[src/rtl/skd_pkg.sv]
package skd_pkg;

  // Field widths
  localparam int ID_W     = 8;
  localparam int PWR_W    = 16;
  localparam int CFG_W    = 16;
  localparam int ID_RANGE = 2 ** ID_W;

  // Default number of tracked transmitters
  localparam int MAX_DRONES_DEF = 256;

  // Shared arithmetic widths: 17-bit divider and multiplier operands
  localparam int DIV_W     = 17;
  localparam int DIV_CNT_W = $clog2(DIV_W + 1);
  localparam int MUL_W     = 17;
  localparam int PROD_W    = 2 * MUL_W;

  // Configuration register map
  localparam int CFG_AW = 3;
  localparam logic [CFG_AW-1:0] CFG_PROCESS_NOISE         = CFG_AW'(0);
  localparam logic [CFG_AW-1:0] CFG_MEASUREMENT_NOISE     = CFG_AW'(1);
  localparam logic [CFG_AW-1:0] CFG_INITIAL_VARIANCE      = CFG_AW'(2);
  localparam logic [CFG_AW-1:0] CFG_CORRECTION_THRESHOLD  = CFG_AW'(3);
  localparam logic [CFG_AW-1:0] CFG_CONSISTENCY_THRESHOLD = CFG_AW'(4);

  // Register reset values (Q8.8)
  localparam logic [CFG_W-1:0] RST_PROCESS_NOISE         = 16'd3;
  localparam logic [CFG_W-1:0] RST_MEASUREMENT_NOISE     = 16'd1024;
  localparam logic [CFG_W-1:0] RST_INITIAL_VARIANCE      = 16'd2560;
  localparam logic [CFG_W-1:0] RST_CORRECTION_THRESHOLD  = 16'd1536;
  localparam logic [CFG_W-1:0] RST_CONSISTENCY_THRESHOLD = 16'd1697;

  // Gain of one in Q1.16 and the rounding half for a >>16
  localparam logic [MUL_W-1:0]  K_ONE      = 17'h10000;
  localparam logic [PROD_W-1:0] ROUND_HALF = 34'd32768;

  typedef struct packed {
    logic [ID_W-1:0]         drone_id;
    logic signed [PWR_W-1:0] measured_power;
  } skd_in_t;

  typedef struct packed {
    logic [ID_W-1:0]         drone_echo;
    logic                    first_sample;
    logic signed [PWR_W-1:0] power_estimate;
    logic signed [PWR_W-1:0] innovation;
    logic [PWR_W-1:0]        correction;
    logic [PWR_W-1:0]        nis;
    logic                    spoof_flag;
  } skd_out_t;

  // Divider request: remainder seed (must be below divisor) and 17 low bits
  typedef struct packed {
    logic             start;
    logic [DIV_W-1:0] divisor;
    logic [DIV_W-1:0] rem_init;
    logic [DIV_W-1:0] low;
  } div_req_t;

  typedef struct packed {
    logic             done;
    logic [DIV_W-1:0] quot;
  } div_rsp_t;

endpackage

[src/rtl/skd_div.sv]
// Restoring radix-2 divider, one quotient bit per cycle, DIV_W steps.
module skd_div
  import skd_pkg::*;
(
  input  logic     clk,
  input  logic     rst_n,
  input  div_req_t req,
  output div_rsp_t rsp
);

  logic [DIV_W-1:0]     rem_r;
  logic [DIV_W-1:0]     low_r;
  logic [DIV_W-1:0]     quot_r;
  logic [DIV_W-1:0]     div_r;
  logic [DIV_CNT_W-1:0] cnt_r;
  logic                 busy_r;
  logic                 done_r;

  logic [DIV_W:0] trial;
  logic [DIV_W:0] diff;
  logic           fits;

  // One trial subtract per step
  always_comb begin
    trial = {rem_r, low_r[DIV_W-1]};
    diff  = trial - {1'b0, div_r};
    fits  = trial >= {1'b0, div_r};
  end

  // Control
  always_ff @(posedge clk) begin
    if (!rst_n) begin
      busy_r <= 1'b0;
      done_r <= 1'b0;
      cnt_r  <= '0;
    end else if (req.start) begin
      busy_r <= 1'b1;
      done_r <= 1'b0;
      cnt_r  <= DIV_CNT_W'(DIV_W);
    end else if (busy_r) begin
      cnt_r <= cnt_r - 1'b1;
      if (cnt_r == DIV_CNT_W'(1)) begin
        busy_r <= 1'b0;
        done_r <= 1'b1;
      end
    end
  end

  // Datapath
  always_ff @(posedge clk) begin
    if (req.start) begin
      rem_r  <= req.rem_init;
      low_r  <= req.low;
      div_r  <= req.divisor;
      quot_r <= '0;
    end else if (busy_r) begin
      rem_r  <= fits ? diff[DIV_W-1:0] : trial[DIV_W-1:0];
      low_r  <= {low_r[DIV_W-2:0], 1'b0};
      quot_r <= {quot_r[DIV_W-2:0], fits};
    end
  end

  assign rsp.done = done_r;
  assign rsp.quot = quot_r;

endmodule

[config.mk]
export PLATFORM = sky130hd
export DESIGN_NAME = skd_div
export DESIGN_NICKNAME = d
export VERILOG_FILES = /design/src/rtl/skd_pkg.sv /design/src/rtl/skd_div.sv
export SDC_FILE = /design/constraint.sdc
export NUM_CORES = 1
export LEC_CHECK = 0
export ABC_CLOCK_PERIOD_IN_PS = 3800
export BUFFER_PORTS_ARGS = -buffer_cell sky130_fd_sc_hd__clkbuf_2
export CORE_UTILIZATION = 40
export DETAILED_ROUTE_END_ITERATION = 10
export PLACE_DENSITY = 0.6
export SLEW_MARGIN = 20
export SYNTH_ARGS = -nofsm -noshare
export SYNTH_HDL_FRONTEND = slang
export SYNTH_SLANG_ARGS = --single-unit
[constraint.sdc]
create_clock -name clk -period 3.8 [get_ports clk]
set_input_delay 0.76 -clock clk [delete_from_list [all_inputs] [get_ports clk]]
set_output_delay 0.76 -clock clk [all_outputs]
set_load 0.005 [all_outputs]
Yosys cells after proc, flatten, opt, wreduce, memory -nomap -nowiden
Cells that the tools add are included.

$lt $le $gt $ge: 1. Muxes and demuxes: 10. Eq/ne operators: 1. Add/sub/neg operators: 2. Bitwise gates (word level): 1. Reduce and logical (&&, ||, !) cells: 3.

Operator list (number): 2-to-1 mux 17 bit (5); >= comparator 18 x 17 -> 1 bit (1); subtractor 17 bit (1); 2-to-1 mux 5 bit (2); equality test 5 x 1 -> 1 bit (second input constant) (1); subtractor 5 x 1 -> 5 bit (second input constant) (1); 2-to-1 mux 1 bit (3); AND reduction 2 bit (1); nonzero test 2 bit (1); OR reduction 2 bit (1); inverter 1 bit (1).

Input bits: 54. Output and inout bits: 18. Register bits after elaboration: 75.

Longest topological paths before layout
Gate-level depths: netlist (run 1).

Depth in word-level cells: 4. Depth in mapped cells: 11. Gate-level depth less buffers: 10.

Worst setup path before layout (run 1)
OpenSTA, ideal clock, no wires.

Path type: input-to-reg. From: input req[51] (netlist name). To: register low_r[0], enable pin. Slack: 1.313 ns. Arrival time: 2.096 ns. Setup time: 0.392 ns. Data required time: 3.408 ns. Stages on the path: 4. Path through: clkbuf_1 -> inv_1 -> buf_2 -> nand2_1.

Word-level cells in the longest chain between the ends: 1.

Ends and longest elaborated chain: start: declaration (line skd_div.sv:7) `input div_req_t req,`; nonzero test 2 bit (no line); end signal: assignment (line skd_div.sv:53) `low_r <= req.low;`; end signal: assignment (line skd_div.sv:58) `low_r <= {low_r[DIV_W-2:0], 1'b0};`; end: declaration (line skd_div.sv:12) `logic [DIV_W-1:0] low_r;`.

Every way passes these cells. A chain may end at the register's enable or synchronous reset.

Worst setup path after layout (run 1)
From: register low_r[16]. To: register rem_r[0], data pin.

Word-level cells in the longest chain between the ends: 4.

Ends and longest elaborated chain: subtractor 17 bit or >= comparator 18 x 17 -> 1 bit (tied branches) (line skd_div.sv:26, skd_div.sv:27); 2-to-1 mux 17 bit * (line skd_div.sv:57) `rem_r <= fits ? diff[DIV_W-1:0] : trial[DIV_W-1:0];`; 2-to-1 mux 17 bit * (line skd_div.sv:56) `end else if (busy_r) begin`; 2-to-1 mux 17 bit * (line skd_div.sv:51) `if (req.start) begin`; end signal: assignment (line skd_div.sv:52) `rem_r <= req.rem_init;`; end signal: assignment (line skd_div.sv:57); end: declaration (line skd_div.sv:11) `logic [DIV_W-1:0] rem_r;`.

Every way passes the cells marked *; elsewhere a longest branch is shown, timed or not. The select of a mux whose other input is x is not followed.

==> results of run 1 <==
power by group through the flow:
stage | Combinational, mW | Sequential (mW) | Clock (mW)
finish | 0.867 | 1.03 | 0.624
detailed placement | 0.862 | 1.05 | 0
floorplan | 0.713 | 1.04 | 0
global placement | 0.854 | 1.05 | 0
global route | 0.966 | 1.04 | 0.673
CTS | 0.870 | 1.03 | 0.645
Yosys cell counts (4+ instances only):
cell and n:
inv_1 24, a31oi_1 5, buf_2 7, dfxtp_1 24, mux2_2 16, and2_1 4
clkbuf_1 6, a21oi_1 23, nand2_1 25, nor2_1 32, o21ai_1 4, o21ai_0 10
mux2i_1 18, ha_1 19, xnor2_1 8, edfxtp_1 51, nand3_1 7, xor2_1 6
a2bb2oi_2 7, nor3_1 7, a21o_1 9
state kept, by name (all words and copies together) (netlist names):
signal / cells
quot_r: 17
done_r: 1
rem_r: 17
low_r: 17
div_r: 17
cnt_r: 5
busy_r: 1
critical path, cell delays in order, from the launching register on:
cell and delay [ns]:
edfxtp_1 0.36, inv_1 0.09, ha_1 0.16, inv_1 0.05
fa_1 0.39, a21o_1 0.24, a221oi_4 0.35, o211ai_4 0.13
a31oi_4 0.45, buf_4 0.26, nor2_2 0.04, o22a_1 0.16
cells by family after synthesis:
kind of cell | Yosys count | share of synthesized area [%]
AO/OA/AOI/OAI | 92 | 17.5
XOR/XNOR | 14 | 2.98
adder cells (fa/ha/maj) | 20 | 6.27
buffers and inverters | 45 | 5.05
flip-flops | 75 | 48.9
multiplexers | 34 | 8.77
AND/OR/NAND/NOR | 93 | 10.5
layer usage:
layer | vias to the layer above | wire length (um) | track usage (%)
met3 | 10 | 564 | 6.85
met1 | 1382 | 3870 | 20.8
met5 | - | 0 | 0
li1 | 1491 | - | -
met2 | 74 | 3790 | 26.7
met4 | 0 | 160 | 6.93
worst paths after layout:
check / end / cells past startpoint / slack, ns
setup / recovery: rem_r[0] / 11 / 0.86
hold reg to reg: done_r / 2 / 0.49
setup reg to reg: rem_r[0] / 11 / 0.86
hold / removal: done_r / 2 / 0.49
through the flow:
stage | setup WS (ns) | instance area [um^2] | hold WS, ns
after global routing | 0.629 | 4750 | 0.520
after global placement | 0.872 | 4550 | 0.459
after CTS | 0.828 | 4750 | 0.498
after floorplan | 1.31 | 4110 | 0.441
after detailed placement | 0.845 | 4550 | 0.476
final | 0.857 | 4750 | 0.491
area by class of cell:
type / count / area [um^2] / share of cell area, %
Sequential cell: 75 / 2010 / 42.4
Multi-Input combinational cell: 253 / 1890 / 39.8
Timing Repair Buffer: 76 / 393 / 8.27
Tap cell: 133 / 166 / 3.50
Clock buffer: 10 / 149 / 3.13
Inverter: 24 / 90.1 / 1.90
Clock inverter: 6 / 48.8 / 1.03
==> run summary, run 1 <==
total CTS buffers - 9
Max VDD drop - 0.304 mV
Starting DRT DRC Count - 112
NumNets Final - 513
area grow syn2layout - 15.6%
Initial Utilization - 41.7%
Synth async-reset ratio - 0%
H-tree lvl count - 3
crit-path max FO - 14
CP Data Arrival Time - 3.07 ns
Clock transition at path regs - 0.09 ns
Power Density - 531 mW/mm^2
Slew headroom - 46.0%
dpl cells - 561
final instance count without filler cells - 577
ant diodes - 0
Post-Syn Nets - 447
CTS sink cnt - 75
floorplan core area - 0.00986 mm^2
Startpoint Class - register
Min-Delay Path Class - reg2reg
Setup-failing EPs final - 0
grt ovf - 0
fraction of layout instances using a drive strength above 1 - 29.1%
Core Util, Final - 48.1%
clock power share - 24.8%
Horiz. Die Dim - 103 um
yosys warns - 0
Final ANT Viol Nets - 0
IO buf count - 71
Die Area - 0.0107 mm^2
Leak - 2.00 nW
Clk Tree Root Cell - clkbuf_8
routed wire length per instance - 14.5 um
gpl congestion - 0.850
setup TNS - 0 ns
first-pass GRT wire length - 13.6 mm
placed wire-length estimate - 5.90 mm
post-synth cell types - 58
Synth Cell Area - 0.00411 mm^2
status - finished, final reports clean
Setup Buffers After CTS - 0
CTS max path bufs - 2
Hold Fails Final Rpt - 0
Int Power - 1.64 mW
vias - 2957
chip height - 103 um
Mean Syn Cell Area - 11.0 um^2
r2r startpoint - low_r[16]
Net Sw Power - 0.877 mW
Filler Cell Count - 946
main flop type after synthesis - edfxtp_1
DR DRC count - 0
Final min period - 2.94 ns
Setup Crit Path Kind - reg2reg
vias per inst - 5.12
part of the Yosys area used for sequential elements - 48.9%
most frequent cells in the layout - 71 x clkbuf_2, 51 x edfxtp_1, 32 x nor2_1
initial antenna violation count - 0
commonest non-fill, non-tap cell in the layout - clkbuf_2
total global-route track usage - 17.0%
Critical Path Sink Type - register
post-cts hold buffer count - 0
final WL - 8.39 mm
share of total power in combinational logic - 34.4%
largest net degree at the start of global routing - 72
switching part of the total - 34.8%
I/O pin cnt - 72
Core Rows - 36
post-synth top area share - 37.3%
Syn Inst Count - 373
min-delay src - done_r
number of synthesized flops with an enable pin - 51
unrepaired setup endpoints after global routing - false
period utilization - 77.4%
TritonCTS clock tree - done
Data required, critical path - 3.92 ns
Final Skew - 0.0153 ns
ranking of synthesized cells by area - edfxtp_1 37%, dfxtp_1 12%, ha_1 5.8%
sequential share of power - 40.8%
vias in the first global route - 2867
Final Power - 2.52 mW
Resize count post-CTS - 0
CP startpoint - low_r[16]
Pre-antenna DRT Iters - 4
synthesized flop and latch total - 75
Slew @ Worst Pin - 0.809 ns
worst skew pair latency - 0.37 ns
Max-Cap Viols - 0
fmax - 340 MHz
Max Slew Vio Count - 0
area leader, netlist - edfxtp_1
Note: power is estimated with default switching activity, not from simulation.
==> run 2, diff against run 1 <==
--- a/config.mk
+++ b/config.mk
@@ -5,11 +5,11 @@
 export SDC_FILE = /design/constraint.sdc
 export NUM_CORES = 1
 export LEC_CHECK = 0
-export ABC_CLOCK_PERIOD_IN_PS = 3800
+export ABC_CLOCK_PERIOD_IN_PS = 2400
 export BUFFER_PORTS_ARGS = -buffer_cell sky130_fd_sc_hd__clkbuf_2
 export CORE_UTILIZATION = 40
 export DETAILED_ROUTE_END_ITERATION = 10
-export PLACE_DENSITY = 0.6
+export PLACE_DENSITY = 0.63
 export SLEW_MARGIN = 20
 export SYNTH_ARGS = -nofsm -noshare
 export SYNTH_HDL_FRONTEND = slang
==> constraint.sdc (replaced) <==
create_clock -name clk -period 2.4 [get_ports clk]
set_input_delay 0.48 -clock clk [delete_from_list [all_inputs] [get_ports clk]]
set_output_delay 0.48 -clock clk [all_outputs]
set_load 0.005 [all_outputs]
==> run summary, run 2 (synthesis results as in run 1) <==
final WL - 8.92 mm (+6.3%)
status - finished with violations
Hold Fails Final Rpt - 0 (unchanged)
Clk Tree Root Cell - clkbuf_8
setup TNS - -0.239 ns (-0.239 ns)
CTS max path bufs - 2 (unchanged)
Slew headroom - 68.6% (+23 points)
total CTS buffers - 9 (unchanged)
Slew @ Worst Pin - 0.471 ns (-0.338 ns)
I/O pin cnt - 72 (unchanged)
TritonCTS clock tree - done
placed instance area - 0.00479 mm^2 (+5.2%)
reg-to-reg slack, setup - -0.06 ns (-0.92 ns)
Clock transition at path regs - 0.09 ns (about the same)
fraction of layout instances using a drive strength above 1 - 36.2% (+7.2 points)
vias - 3133 (+6.0%)
chip height - 103 um (unchanged)
violated checks - negative setup slack
CTS sink cnt - 75 (unchanged)
Pre-antenna DRT Iters - 4 (unchanged)
Max-Cap Viols - 0 (unchanged)
NumNets Final - 544 (+6.0%)
R2R cell count - 11 (unchanged)
Max VDD drop - 0.508 mV (+67%)
Setup Crit Path Kind - reg2reg
Final ANT Viol Nets - 0 (unchanged)
Final Skew - 0.0118 ns (-0.00349 ns)
Startpoint Class - register
Core Util, Final - 51.4% (+3.2 points)
Data required, critical path - 2.51 ns (-1.41 ns)
Max Slew Vio Count - 0 (unchanged)
fmax - 407 MHz (+20%)
Initial Utilization - 41.7% (unchanged)
worst skew pair latency - 0.35 ns (-0.02 ns)
first-pass GRT wire length - 14.2 mm (+4.6%)
commonest non-fill, non-tap cell in the layout - clkbuf_2
hold path depth - 1 (-1)
finished layout cell area - 0.00507 mm^2 (+6.7%)
IO buf count - 71 (unchanged)
Final min period - 2.46 ns (-0.483 ns)
H-tree lvl count - 3 (unchanged)
initial antenna violation count - 0 (unchanged)
Starting DRT DRC Count - 113 (+0.89%)
Die Area - 0.0107 mm^2 (unchanged)
dpl cells - 589 (+5.0%)
gpl congestion - 0.865 (+1.9%)
placed wire-length estimate - 6.32 mm (+7.0%)
Core Rows - 36 (unchanged)
Power Density - 851 mW/mm^2 (+60%)
most frequent cells in the layout - 72 x clkbuf_2, 51 x edfxtp_1, 32 x nor2_1
Leak - 2.18 nW (+8.5%)
Setup-failing EPs final - 10 (+10)
total global-route track usage - 17.7% (+0.65 points)
largest net degree at the start of global routing - 72 (unchanged)
ant diodes - 0 (unchanged)
area grow syn2layout - 23.3%
Min-Delay Path Class - in2reg
crit-path max FO - 5 (-9)
period utilization - 102% (+25 points)
unrepaired setup endpoints after global routing - true
CP Data Arrival Time - 2.57 ns (-0.50 ns)
vias in the first global route - 3024 (+5.5%)
final instance count without filler cells - 608 (+5.4%)
worst setup margin - -0.0597 ns (-0.917 ns)
Horiz. Die Dim - 103 um (unchanged)
floorplan core area - 0.00986 mm^2 (unchanged)
DR DRC count - 0 (unchanged)
Final Power - 4.31 mW (+71%)
grt ovf - 0 (unchanged)
vias per inst - 5.15 (+0.55%)
Critical Path Sink Type - register
routed wire length per instance - 14.7 um (+0.91%)
-- run 2: final timing paths --
check / startpoint / to
min: req[35] / div_r[1]
min reg2reg: done_r / done_r
max reg2reg: low_r[16] / rem_r[0]
max: low_r[16] / rem_r[0]
-- run 2: cell type report --
class                      count  area, um^2
tap                          133         166
clock buffer                  10         129
clock inverter                 6        68.8
sequential                    75        2010
multi-input combinational    253        1950
fill                         905        4800
timing repair buffer         107         653
inverter                      24        90.1
-- run 2: routing by layer --
| metal | share of wire, % | GRT usage, % | wire length [um] |
|---|---|---|---|
| met1 | 47 | 22.0 | 4160 |
| met2 | 46 | 28.4 | 4090 |
| met3 | 6.1 | 6.18 | 548 |
| met4 | 1.3 | 6.39 | 117 |
| met5 | 0 | 0 | 0 |
-- run 2: power by group --
group / internal (mW) / total (mW) / switching, mW
logic: 0.796 / 1.67 / 0.876
clock network: 0.498 / 1.01 / 0.510
registers: 1.56 / 1.63 / 0.0739
-- run 2: per-stage QoR --
step,hold WS (ns),setup slack [ns]
floorplan,0.441,0.0000502
global placement,0.461,-0.0624
detailed placement,0.468,-0.127
CTS,0.277,-0.0737
global route,0.270,-0.174
finish,0.296,-0.0597
-- run 2: worst max-delay path, cell delays in order, from the launching register on --
cell and delay [ns]:
edfxtp_1 0.39, inv_2 0.08, ha_4 0.13, inv_2 0.03, fa_2 0.33, a21o_1 0.23
a221oi_4 0.31, o211ai_4 0.14, a31oi_4 0.23, buf_6 0.16, nor2_2 0.04, o22a_1 0.14
-- run 2: what timing repair did --
| action | in CTS | in global routing |
|---|---|---|
| pin swaps | 9 | 4 |
| setup endpoints to repair | 17 | 18 |
| hold buffers | 0 | 0 |
| buffers inserted | 1 | 2 |
| gates resized for setup | 9 | 5 |
